==> config.mk <==
export PLATFORM = sky130hd
export DESIGN_NAME = lever_position_qualifier_core_flat
export DESIGN_NICKNAME = d
export VERILOG_FILES = /design/src/sv/lpq_pkg.sv /design/src/sv/lpq_if.sv /design/src/sv/lpq_ctrl.sv /design/src/sv/lpq_dp.sv /design/src/sv/lever_position_qualifier_core.sv /design/src/flat_wrapper.sv
export SDC_FILE = /design/constraint.sdc
export NUM_CORES = 1
export LEC_CHECK = 0
export BUFFER_PORTS_ARGS = -buffer_cell sky130_fd_sc_hd__buf_4
export CORE_MARGIN = 2
export CORE_UTILIZATION = 25
export CTS_CLUSTER_DIAMETER = 150
export DETAILED_ROUTE_END_ITERATION = 10
export GPL_TIMING_DRIVEN = 1
export SLEW_MARGIN = 20
export SYNTH_ARGS = -nofsm -noshare
export SYNTH_HDL_FRONTEND = slang
export SYNTH_HIERARCHICAL = 1
export SYNTH_SLANG_ARGS = --single-unit
==> constraint.sdc <==
create_clock -name i_clk -period 8.8 [get_ports i_clk]
set_input_delay 0 -clock i_clk [delete_from_list [all_inputs] [get_ports i_clk]]
set_output_delay 0 -clock i_clk [all_outputs]
set_load 0.005 [all_outputs]
==> src/sv/lpq_pkg.sv <==
// Package: widths, register indexes, lamp codes and decode for the lever qualifier.
`timescale 1ns / 1ps
package lpq_pkg;

    localparam int HISTORY_DEPTH_DEF = 10;

    localparam int SAMPLE_W = 3;
    localparam int DUTY_W   = 8;
    localparam int MASK_W   = 5;
    localparam int COUNT_W  = 8;
    localparam int CFG_W    = 8;
    localparam int CFG_IDX_W = 2;

    typedef enum logic [CFG_IDX_W-1:0] {
        REG_DAY_MODE    = 2'd0,
        REG_DAY_DUTY    = 2'd1,
        REG_NIGHT_DUTY  = 2'd2,
        REG_ERROR_LIMIT = 2'd3
    } t_cfg_reg;

    localparam logic             DAY_MODE_RST    = 1'b1;
    localparam logic [DUTY_W-1:0] DAY_DUTY_RST    = 8'd200;
    localparam logic [DUTY_W-1:0] NIGHT_DUTY_RST  = 8'd40;
    localparam logic [COUNT_W-1:0] ERROR_LIMIT_RST = 8'd15;

    localparam logic [SAMPLE_W-1:0] PAT_P = 3'd4;
    localparam logic [SAMPLE_W-1:0] PAT_R = 3'd6;
    localparam logic [SAMPLE_W-1:0] PAT_N = 3'd7;
    localparam logic [SAMPLE_W-1:0] PAT_D = 3'd3;
    localparam logic [SAMPLE_W-1:0] PAT_M = 3'd1;

    localparam logic [MASK_W-1:0] LAMP_P    = 5'b01000;
    localparam logic [MASK_W-1:0] LAMP_R    = 5'b00001;
    localparam logic [MASK_W-1:0] LAMP_N    = 5'b00100;
    localparam logic [MASK_W-1:0] LAMP_D    = 5'b00010;
    localparam logic [MASK_W-1:0] LAMP_M    = 5'b10000;
    localparam logic [MASK_W-1:0] LAMP_NONE = 5'b00000;

    typedef struct packed {
        logic load;
        logic scan;
        logic commit;
    } t_dp_cmd;

    typedef struct packed {
        logic scan_last;
        logic out_busy;
    } t_dp_sts;

    function automatic logic [MASK_W-1:0] decode_pattern(input logic [SAMPLE_W-1:0] pat);
        logic [MASK_W-1:0] m;
        case (pat)
            PAT_P:   m = LAMP_P;
            PAT_R:   m = LAMP_R;
            PAT_N:   m = LAMP_N;
            PAT_D:   m = LAMP_D;
            PAT_M:   m = LAMP_M;
            default: m = LAMP_NONE;
        endcase
        return m;
    endfunction

endpackage

==> src/sv/lpq_if.sv <==
// Interfaces: sample input channel and lamp result channel.
`timescale 1ns / 1ps
interface lpq_in_if import lpq_pkg::*; ();
    logic                valid;
    logic                ready;
    logic [SAMPLE_W-1:0] switch_sample;

    modport source (output valid, output switch_sample, input ready);
    modport sink   (input valid, input switch_sample, output ready);
endinterface

interface lpq_out_if import lpq_pkg::*; ();
    logic              valid;
    logic              ready;
    logic [DUTY_W-1:0] lamp_duty;
    logic [MASK_W-1:0] lamp_mask;
    logic              fault;

    modport source (output valid, output lamp_duty, output lamp_mask, output fault,
                    input ready);
    modport sink   (input valid, input lamp_duty, input lamp_mask, input fault,
                    output ready);
endinterface

==> src/sv/lpq_ctrl.sv <==
// Controller: accept, history scan and commit sequencing.
`timescale 1ns / 1ps
module lpq_ctrl import lpq_pkg::*; (
    input  logic    i_clk,
    input  logic    i_rst_n,
    input  logic    i_in_valid,
    output logic    o_in_ready,
    input  t_dp_sts i_sts,
    output t_dp_cmd o_cmd
);

    typedef enum logic [2:0] {
        S_IDLE   = 3'b001,
        S_SCAN   = 3'b010,
        S_COMMIT = 3'b100
    } t_state;

    t_state r_state;
    t_state n_state;

    always_comb begin
        o_in_ready   = (r_state == S_IDLE);
        o_cmd.load   = (r_state == S_IDLE) && i_in_valid;
        o_cmd.scan   = (r_state == S_SCAN);
        o_cmd.commit = (r_state == S_COMMIT) && !i_sts.out_busy;
        n_state      = r_state;
        case (r_state)
            S_IDLE: begin
                if (i_in_valid) n_state = S_SCAN;
            end
            S_SCAN: begin
                if (i_sts.scan_last) n_state = S_COMMIT;
            end
            S_COMMIT: begin
                if (!i_sts.out_busy) n_state = S_IDLE;
            end
            default: n_state = S_IDLE;
        endcase
    end

    always_ff @(posedge i_clk) begin
        if (!i_rst_n) begin
            r_state <= S_IDLE;
        end else begin
            r_state <= n_state;
        end
    end

endmodule

==> src/sv/lpq_dp.sv <==
// Datapath: sample ring, compare scan, unsettled count, config and result register.
`timescale 1ns / 1ps
module lpq_dp import lpq_pkg::*; #(
    parameter int HISTORY_DEPTH = HISTORY_DEPTH_DEF
) (
    input  logic                 i_clk,
    input  logic                 i_rst_n,
    input  t_dp_cmd              i_cmd,
    output t_dp_sts              o_sts,
    input  logic [SAMPLE_W-1:0]  i_sample,
    input  logic                 i_cfg_we,
    input  logic [CFG_IDX_W-1:0] i_cfg_idx,
    input  logic [CFG_W-1:0]     i_cfg_data,
    input  logic                 i_out_ready,
    output logic                 o_out_valid,
    output logic [DUTY_W-1:0]    o_duty,
    output logic [MASK_W-1:0]    o_mask,
    output logic                 o_fault
);

    localparam int SW = $clog2(HISTORY_DEPTH);
    localparam logic [SW-1:0] SLOT_LAST = SW'(HISTORY_DEPTH - 1);

    logic [SAMPLE_W-1:0] r_hist [HISTORY_DEPTH];
    logic [SW-1:0]       r_slot;
    logic [SW-1:0]       r_idx;
    logic                r_diff;
    logic [COUNT_W-1:0]  r_cnt;
    logic [MASK_W-1:0]   r_mask;
    logic                r_fault;

    logic                r_day_mode;
    logic [DUTY_W-1:0]   r_day_duty;
    logic [DUTY_W-1:0]   r_night_duty;
    logic [COUNT_W-1:0]  r_limit;

    logic                r_out_valid;
    logic [DUTY_W-1:0]   r_out_duty;
    logic [MASK_W-1:0]   r_out_mask;
    logic                r_out_fault;

    logic [COUNT_W-1:0]  n_cnt;
    logic [MASK_W-1:0]   n_mask;
    logic                n_fault;
    logic [COUNT_W-1:0]  cnt_inc;
    logic [MASK_W-1:0]   settled_mask;

    assign o_sts.scan_last = (r_idx == SLOT_LAST);
    assign o_sts.out_busy  = r_out_valid && !i_out_ready;

    always_comb begin
        cnt_inc      = r_cnt + COUNT_W'(1);
        settled_mask = decode_pattern(r_hist[0]);
        n_cnt        = r_cnt;
        n_mask       = r_mask;
        n_fault      = r_fault;
        if (!r_diff) begin
            n_cnt   = '0;
            n_mask  = settled_mask;
            n_fault = (settled_mask == LAMP_NONE);
        end else if (cnt_inc >= r_limit) begin
            n_cnt   = cnt_inc - COUNT_W'(1);
            n_mask  = LAMP_NONE;
            n_fault = 1'b1;
        end else begin
            n_cnt   = cnt_inc;
        end
    end

    always_ff @(posedge i_clk) begin
        if (!i_rst_n) begin
            for (int k = 0; k < HISTORY_DEPTH; k++) r_hist[k] <= '0;
            r_slot       <= '0;
            r_idx        <= '0;
            r_diff       <= 1'b0;
            r_cnt        <= '0;
            r_mask       <= LAMP_NONE;
            r_fault      <= 1'b0;
            r_day_mode   <= DAY_MODE_RST;
            r_day_duty   <= DAY_DUTY_RST;
            r_night_duty <= NIGHT_DUTY_RST;
            r_limit      <= ERROR_LIMIT_RST;
            r_out_valid  <= 1'b0;
        end else begin
            if (i_cfg_we) begin
                case (t_cfg_reg'(i_cfg_idx))
                    REG_DAY_MODE:    r_day_mode   <= i_cfg_data[0];
                    REG_DAY_DUTY:    r_day_duty   <= i_cfg_data[DUTY_W-1:0];
                    REG_NIGHT_DUTY:  r_night_duty <= i_cfg_data[DUTY_W-1:0];
                    REG_ERROR_LIMIT: r_limit      <= i_cfg_data[COUNT_W-1:0];
                    default: ;
                endcase
            end
            if (i_cmd.load) begin
                r_hist[r_slot] <= i_sample;
                r_slot <= (r_slot == SLOT_LAST) ? '0 : r_slot + SW'(1);
                r_idx  <= SW'(1);
                r_diff <= 1'b0;
            end
            if (i_cmd.scan) begin
                if (r_hist[r_idx] != r_hist[0]) r_diff <= 1'b1;
                if (r_idx != SLOT_LAST) r_idx <= r_idx + SW'(1);
            end
            if (i_cmd.commit) begin
                r_cnt       <= n_cnt;
                r_mask      <= n_mask;
                r_fault     <= n_fault;
                r_out_valid <= 1'b1;
            end else if (i_out_ready) begin
                r_out_valid <= 1'b0;
            end
        end
    end

    always_ff @(posedge i_clk) begin
        if (i_cmd.commit) begin
            r_out_fault <= n_fault;
            r_out_mask  <= n_fault ? LAMP_NONE : n_mask;
            r_out_duty  <= n_fault ? '0 : (r_day_mode ? r_day_duty : r_night_duty);
        end
    end

    assign o_out_valid = r_out_valid;
    assign o_duty      = r_out_duty;
    assign o_mask      = r_out_mask;
    assign o_fault     = r_out_fault;

endmodule

==> src/sv/lever_position_qualifier_core.sv <==
// Top level: lever position qualifier, controller plus datapath.
//
//  channel        dir  beat contents
//  i_sample_ch    in   switch_sample[2:0]
//  o_result_ch    out  lamp_duty[7:0], lamp_mask[4:0], fault
//  i_cfg_*        in   write enable, index[1:0], data[7:0]
//
// Each item passes through three steps in order: a write into the ring, an entry-by-entry
// compare of the ring against entry 0, and a commit. A new sample is accepted only in idle,
// once the previous item has committed; the compare uses a single port over the ring.
// Reset is synchronous; the ring, count, held mask and fault and the output valid clear, the beat fields do not.
// A stalled result beat holds the commit cycle until the output register frees up.
`timescale 1ns / 1ps
module lever_position_qualifier_core import lpq_pkg::*; #(
    parameter int HISTORY_DEPTH = HISTORY_DEPTH_DEF
) (
    input  logic                 i_clk,
    input  logic                 i_rst_n,
    lpq_in_if.sink               i_sample_ch,
    lpq_out_if.source            o_result_ch,
    input  logic                 i_cfg_we,
    input  logic [CFG_IDX_W-1:0] i_cfg_idx,
    input  logic [CFG_W-1:0]     i_cfg_data
);

    t_dp_cmd cmd;
    t_dp_sts sts;

    lpq_ctrl u_ctrl (
        .i_clk      (i_clk),
        .i_rst_n    (i_rst_n),
        .i_in_valid (i_sample_ch.valid),
        .o_in_ready (i_sample_ch.ready),
        .i_sts      (sts),
        .o_cmd      (cmd)
    );

    lpq_dp #(
        .HISTORY_DEPTH (HISTORY_DEPTH)
    ) u_dp (
        .i_clk       (i_clk),
        .i_rst_n     (i_rst_n),
        .i_cmd       (cmd),
        .o_sts       (sts),
        .i_sample    (i_sample_ch.switch_sample),
        .i_cfg_we    (i_cfg_we),
        .i_cfg_idx   (i_cfg_idx),
        .i_cfg_data  (i_cfg_data),
        .i_out_ready (o_result_ch.ready),
        .o_out_valid (o_result_ch.valid),
        .o_duty      (o_result_ch.lamp_duty),
        .o_mask      (o_result_ch.lamp_mask),
        .o_fault     (o_result_ch.fault)
    );

    a_one_at_a_time: assert property (@(posedge i_clk) disable iff (!i_rst_n)
        (i_sample_ch.valid && i_sample_ch.ready) |=> !i_sample_ch.ready)
        else $error("sample accepted while an item is in work");

    a_fault_blanks: assert property (@(posedge i_clk) disable iff (!i_rst_n)
        (o_result_ch.valid && o_result_ch.fault) |->
        (o_result_ch.lamp_duty == '0 && o_result_ch.lamp_mask == LAMP_NONE))
        else $error("faulted beat drives lamps");

    a_mask_onehot: assert property (@(posedge i_clk) disable iff (!i_rst_n)
        o_result_ch.valid |-> $onehot0(o_result_ch.lamp_mask))
        else $error("lamp mask not one-hot");

    a_commit_follows_scan: assert property (@(posedge i_clk) disable iff (!i_rst_n)
        cmd.commit |-> !i_sample_ch.ready)
        else $error("commit while idle");

endmodule
==> src/flat_wrapper.sv <==
// flat-port wrapper written by rule: the top's interface ports become plain ports
module lever_position_qualifier_core_flat import lpq_pkg::*;
#(
    parameter int HISTORY_DEPTH = HISTORY_DEPTH_DEF
)
  (i_clk, i_rst_n, i_cfg_we, i_cfg_idx, i_cfg_data, i_sample_ch_valid, i_sample_ch_switch_sample, i_sample_ch_ready, o_result_ch_valid, o_result_ch_lamp_duty, o_result_ch_lamp_mask, o_result_ch_fault, o_result_ch_ready);
  lpq_in_if i_sample_ch_i ();
  lpq_out_if o_result_ch_i ();
  input  logic i_clk;
  input  logic i_rst_n;
  input  logic i_cfg_we;
  input  logic [CFG_IDX_W-1:0] i_cfg_idx;
  input  logic [CFG_W-1:0] i_cfg_data;
  input wire logic [$bits(i_sample_ch_i.valid)-1:0] i_sample_ch_valid;
  input wire logic [$bits(i_sample_ch_i.switch_sample)-1:0] i_sample_ch_switch_sample;
  output wire logic [$bits(i_sample_ch_i.ready)-1:0] i_sample_ch_ready;
  output wire logic [$bits(o_result_ch_i.valid)-1:0] o_result_ch_valid;
  output wire logic [$bits(o_result_ch_i.lamp_duty)-1:0] o_result_ch_lamp_duty;
  output wire logic [$bits(o_result_ch_i.lamp_mask)-1:0] o_result_ch_lamp_mask;
  output wire logic [$bits(o_result_ch_i.fault)-1:0] o_result_ch_fault;
  input wire logic [$bits(o_result_ch_i.ready)-1:0] o_result_ch_ready;
  assign i_sample_ch_i.valid = i_sample_ch_valid;
  assign i_sample_ch_i.switch_sample = i_sample_ch_switch_sample;
  assign i_sample_ch_ready = i_sample_ch_i.ready;
  assign o_result_ch_valid = o_result_ch_i.valid;
  assign o_result_ch_lamp_duty = o_result_ch_i.lamp_duty;
  assign o_result_ch_lamp_mask = o_result_ch_i.lamp_mask;
  assign o_result_ch_fault = o_result_ch_i.fault;
  assign o_result_ch_i.ready = o_result_ch_ready;
  lever_position_qualifier_core #(.HISTORY_DEPTH(HISTORY_DEPTH)) u_core (.i_clk(i_clk), .i_rst_n(i_rst_n), .i_sample_ch(i_sample_ch_i), .o_result_ch(o_result_ch_i), .i_cfg_we(i_cfg_we), .i_cfg_idx(i_cfg_idx), .i_cfg_data(i_cfg_data));
endmodule
==> metrics.txt <==
# TYPE chip_impl_metric gauge
chip_impl_metric{name="worstPathMaxFanout",unit=""} 14
chip_impl_metric{name="worst-slew-pin-transition",unit="ns"} 0.868
chip_impl_metric{name="area_of_the_multi_input_gates",unit="mm²"} 0.00238
chip_impl_metric{name="p_sw_frac",unit=""} 0.223
chip_impl_metric{name="fin_util",unit=""} 0.305
chip_impl_info{name="worstSetupPathType",value="reg -> reg"} 1
chip_impl_metric{name="fin_crit_sh",unit=""} 0.427
chip_impl_metric{name="power",unit="mW"} 1.31
chip_impl_metric{name="seq_area",unit="mm²"} 0.00290
chip_impl_metric{name="routed_via_density",unit=""} 4.48
chip_impl_metric{name="power_density",unit="mW/mm²"} 198
chip_impl_metric{name="internal_power_consumption",unit="mW"} 1.02
chip_impl_metric{name="number_of_clock_sinks",unit=""} 114
chip_impl_metric{name="core_region_area",unit="mm²"} 0.0218
chip_impl_info{name="tritoncts",value="done"} 1
chip_impl_info{name="worst_hold_path_type",value="in -> reg"} 1
chip_impl_metric{name="critical_path_arrival",unit="ns"} 4.01
chip_impl_info{name="critical_path.endpoint_type",value="flip-flop"} 1
chip_impl_metric{name="synthCells",unit=""} 520
chip_impl_metric{name="port_buffer_cells",unit=""} 33
chip_impl_metric{name="comb_pwr_share",unit=""} 0.064
chip_impl_metric{name="cts-buffers-inserted",unit=""} 17
chip_impl_metric{name="final_hold_viol_count",unit=""} 0
chip_impl_metric{name="start_util",unit=""} 0.255
chip_impl_metric{name="relSlewSlack",unit=""} 0.421
chip_impl_metric{name="drcViolationCount",unit=""} 0
chip_impl_metric{name="antenna_found_initial",unit=""} 0
chip_impl_info{name="dominantRegCellSynth",value="sky130_fd_sc_hd__edfxtp_1"} 1
chip_impl_metric{name="drt_pre_antenna_iters",unit=""} 5
chip_impl_metric{name="maxCapViolCount",unit=""} 0
chip_impl_metric{name="cts-htree-levels",unit=""} 4
chip_impl_info{name="rsz_0062_raised_after_global_routing",value="false"} 1
chip_impl_metric{name="mappedNetlistNets",unit=""} 549
chip_impl_metric{name="power.switching",unit="mW"} 0.293
chip_impl_info{name="timing.critical_path.from_type",value="flip-flop"} 1
chip_impl_metric{name="clock_transition_at_the_registers_of_the_reported_paths",unit="ns"} 0.05
chip_impl_metric{name="final.setup.tns",unit="ns"} 0
chip_impl_metric{name="cellLeakagePower",unit="nW"} 2.53
chip_impl_metric{name="ys_warn_count",unit=""} 6
chip_impl_metric{name="worst_path_largest_cell_delay",unit="ns"} 0.66
chip_impl_metric{name="die_w",unit="µm"} 153
chip_impl_metric{name="syn-mean-instance-area",unit="µm²"} 10.7
chip_impl_metric{name="syn-cell-area",unit="mm²"} 0.00555
chip_impl_metric{name="postCtsSetupBuffers",unit=""} 0
chip_impl_metric{name="cts-root-to-sink-buffers",unit=""} 2
chip_impl_metric{name="groute.usage.overall",unit=""} 0.0995
chip_impl_metric{name="insertion_delay",unit="ns"} 0.41
chip_impl_metric{name="finalWorstPathRequiredPeriod",unit="ns"} 3.76
chip_impl_metric{name="worstPathRequired",unit="ns"} 9.05
chip_impl_info{name="critPathTopFamily",value="compound AO/OA/AOI/OAI gates"} 1
chip_impl_metric{name="power.share.clock",unit=""} 0.486
chip_impl_metric{name="grt_start_max_net_pins",unit=""} 68
chip_impl_metric{name="clock.fmax",unit="MHz"} 266
chip_impl_info{name="cp_slowest_cell",value="sky130_fd_sc_hd__a221oi_2"} 1
chip_impl_metric{name="drt-wirelength-per-cell",unit="µm"} 13.5
chip_impl_info{name="clockRootBuffer",value="sky130_fd_sc_hd__clkbuf_16"} 1
chip_impl_metric{name="totalWireLength",unit="mm"} 11.4
chip_impl_metric{name="leftover_overflow_at_the_end_of_global_routing",unit=""} 0
chip_impl_metric{name="filler_cell_count",unit=""} 2245
chip_impl_metric{name="yosys_register_bits",unit=""} 114
chip_impl_metric{name="number_of_global_route_vias_before_repair",unit=""} 3632
chip_impl_metric{name="grt_first_pass_wirelength",unit="mm"} 18.6
chip_impl_metric{name="fp.dieH",unit="µm"} 153
chip_impl_metric{name="finish.net_count",unit=""} 586
chip_impl_metric{name="synth_cell_types",unit=""} 57
chip_impl_metric{name="slew_violations",unit=""} 0
chip_impl_metric{name="final.setup_skew",unit="ns"} 0.0161
chip_impl_info{name="outcome",value="finished clean"} 1
chip_impl_metric{name="diodes_inserted",unit=""} 0
chip_impl_metric{name="cell_rows",unit=""} 54
chip_impl_metric{name="fin_hold_ws",unit="ns"} 0.0486
chip_impl_metric{name="async_reset_ff_frac",unit=""} 0
chip_impl_info{name="crit_path_cell_trace",value="nand3_2 > nor2_1 > and3_1 > xor2_1 > ha_1 > nor2b_1 > a311o_1 > a221oi_2 > and2_1 > a21oi_2 > a21oi_1"} 1
chip_impl_metric{name="timing.final.setup_violations",unit=""} 0
chip_impl_metric{name="dp_hpwl",unit="mm"} 7.77
chip_impl_metric{name="detail_route.iter0.violations",unit=""} 288
chip_impl_metric{name="drt.antenna.violating_nets",unit=""} 0
chip_impl_metric{name="gp_congestion",unit=""} 0.804
chip_impl_metric{name="worst_ir_drop_vdd",unit="µV"} 92.8
chip_impl_metric{name="syn_to_final_growth",unit="%"} 19.8
chip_impl_metric{name="synth-seq-area-share",unit=""} 0.523
chip_impl_metric{name="ratio_of_cells_with_drive_above_1_in_the_final_layout",unit=""} 0.132
chip_impl_metric{name="floorplan.io_pins",unit=""} 34
chip_impl_metric{name="flop_pwr_share",unit=""} 0.449
chip_impl_metric{name="number_of_flops_mapped_to_enable_cells_by_yosys",unit=""} 62
chip_impl_metric{name="cp.buffers_inverters",unit=""} 0
chip_impl_metric{name="fp.dieArea",unit="mm²"} 0.0234
chip_impl_metric{name="num_vias",unit=""} 3802
-- timing repair --
| item | in CTS | in global routing |
|---|---|---|
| resized for setup | 0 | 0 |
| hold endpoints to repair | 29 | 0 |
| hold buffers | 12 | 0 |
-- worst paths after layout --
| kind | startpoint | to | slack, ns | depth (start not counted) |
|---|---|---|---|---|
| hold reg to reg | u_core/u_dp/r_limit[5] | u_core/u_dp/r_limit[5] | 0.46 | 2 |
| hold / removal | i_cfg_we | u_core/u_dp/r_day_mode | 0.05 | 4 |
| setup reg to reg | u_core/u_dp/r_cnt[3] | u_core/u_dp/o_mask[2] | 5.04 | 11 |
| setup / recovery | u_core/u_dp/r_cnt[3] | u_core/u_dp/o_mask[2] | 5.04 | 11 |
-- area by class of cell --
type,instances,share of cell area
Tap cell,280,0.0527
Inverter,20,0.0113
Timing Repair Buffer,47,0.0575
Multi-Input combinational cell,357,0.358
Sequential cell,114,0.436
Clock inverter,6,0.00658
Clock buffer,25,0.0778
-- cell usage in the layout (no fill, tap or decap), types with 8 or more instances in the layout --
| cell type | netlist | final |
|---|---|---|
| sky130_fd_sc_hd__clkbuf_16 | 0 | 19 |
| sky130_fd_sc_hd__dlygate4sd3_1 | 0 | 12 |
| sky130_fd_sc_hd__mux4_1 | 11 | 11 |
| sky130_fd_sc_hd__a21boi_0 | 11 | 11 |
| sky130_fd_sc_hd__nor2b_1 | 19 | 19 |
| sky130_fd_sc_hd__dfxtp_1 | 52 | 52 |
| sky130_fd_sc_hd__nor2_1 | 61 | 61 |
| sky130_fd_sc_hd__edfxtp_1 | 62 | 62 |
| sky130_fd_sc_hd__buf_4 | 3 | 35 |
| sky130_fd_sc_hd__mux2i_1 | 18 | 18 |
| sky130_fd_sc_hd__xor2_1 | 8 | 8 |
| sky130_fd_sc_hd__a21oi_1 | 8 | 8 |
| sky130_fd_sc_hd__nand3_1 | 17 | 17 |
| sky130_fd_sc_hd__nand2_1 | 80 | 80 |
| sky130_fd_sc_hd__o21ai_0 | 19 | 19 |
| sky130_fd_sc_hd__xnor2_1 | 11 | 11 |
| sky130_fd_sc_hd__nor3_1 | 8 | 8 |
| sky130_fd_sc_hd__ha_1 | 11 | 11 |
| sky130_fd_sc_hd__inv_1 | 20 | 20 |
-- flip-flops by register name, summed over array words and instances, names as in the netlist, 3 cells and up --
register	cells
u_core/u_ctrl/r_state	3
u_core/u_dp/r_limit	8
u_core/u_dp/o_mask	5
u_core/u_dp/r_mask	5
u_core/u_dp/o_duty	8
u_core/u_dp/r_cnt	8
u_core/u_dp/r_idx	4
u_core/u_dp/r_slot	4
u_core/u_dp/r_day_duty	8
u_core/u_dp/r_hist	48
u_core/u_dp/r_night_duty	8
-- cells by family (layout without fill, tap and decap cells) --
kind of cell,after synthesis,in the layout,share of synthesized area
and+or+nand+nor,222,222,0.186
DFF,114,114,0.523
AOI/OAI and AO/OA,72,72,0.0881
buffers and inverters,49,98,0.0498
muxes,33,33,0.0987
xor gates and xnor gates,19,19,0.0300
adders and majority gates,11,11,0.0248
-- metrics by stage --
step | area [µm²] | cells | setup slack [ns]
after floorplan | 5550 | 520 | 5.76
after global placement | 5970 | 806 | 5.18
after detailed placement | 5970 | 806 | 5.03
after CTS | 6650 | 849 | 5.02
after global routing | 6650 | 849 | 4.67
final | 6650 | 849 | 5.04
-- Yosys cell counts (2+ instances only) --
cell type	instances	area share
sky130_fd_sc_hd__a211o_1	2	0.0032
sky130_fd_sc_hd__a21boi_0	11	0.015
sky130_fd_sc_hd__a21o_1	2	0.0027
sky130_fd_sc_hd__a21oi_1	8	0.0072
sky130_fd_sc_hd__a21oi_2	2	0.0032
sky130_fd_sc_hd__a22oi_1	4	0.0054
sky130_fd_sc_hd__a31oi_1	4	0.0045
sky130_fd_sc_hd__and2_1	5	0.0056
sky130_fd_sc_hd__and3_1	5	0.0056
sky130_fd_sc_hd__buf_2	4	0.0036
sky130_fd_sc_hd__buf_4	3	0.0041
sky130_fd_sc_hd__buf_6	4	0.0081
sky130_fd_sc_hd__clkbuf_1	13	0.0088
sky130_fd_sc_hd__clkbuf_8	3	0.0074
sky130_fd_sc_hd__dfxtp_1	52	0.19
sky130_fd_sc_hd__edfxtp_1	62	0.34
sky130_fd_sc_hd__ha_1	11	0.025
sky130_fd_sc_hd__inv_1	20	0.014
sky130_fd_sc_hd__mux2i_1	18	0.032
sky130_fd_sc_hd__mux4_1	11	0.052
sky130_fd_sc_hd__mux4_2	3	0.012
sky130_fd_sc_hd__nand2_1	80	0.054
sky130_fd_sc_hd__nand2b_1	5	0.0056
sky130_fd_sc_hd__nand3_1	17	0.015
sky130_fd_sc_hd__nand3b_1	5	0.0068
sky130_fd_sc_hd__nor2_1	61	0.041
sky130_fd_sc_hd__nor2b_1	19	0.021
sky130_fd_sc_hd__nor3_1	8	0.0072
sky130_fd_sc_hd__nor3b_1	4	0.0054
sky130_fd_sc_hd__nor4_1	2	0.0023
sky130_fd_sc_hd__o211ai_1	3	0.0041
sky130_fd_sc_hd__o21a_1	2	0.0027
sky130_fd_sc_hd__o21ai_0	19	0.017
sky130_fd_sc_hd__o22ai_1	5	0.0056
sky130_fd_sc_hd__or3_1	3	0.0034
sky130_fd_sc_hd__or3b_1	2	0.0032
sky130_fd_sc_hd__xnor2_1	11	0.017
sky130_fd_sc_hd__xor2_1	8	0.013
-- power by group through the flow --
stage,Clock (mW),Sequential (mW),Combinational (mW)
6_report,0.639,0.590,0.0846
3_5_place_dp,0,0.601,0.0809
5_1_grt,0.678,0.593,0.0944
4_1_cts,0.652,0.590,0.0856
2_1_floorplan,0,0.591,0.0695
3_3_place_gp,0,0.601,0.0802
-- worst min-delay path, delay by kind of cell --
kind	cells	cell delay [ns]
buffers and inverters	1	0.12
muxes	1	0.11
and+or+nand+nor	2	0.20
-- metal layers --
layer,vias up,wire (µm),track usage
met5,-,0,0
met4,0,134,0.0392
met3,9,512,0.0312
met2,69,5140,0.150
met1,1805,5650,0.133
li1,1919,-,-
Power figures use the tool's default switching activity.
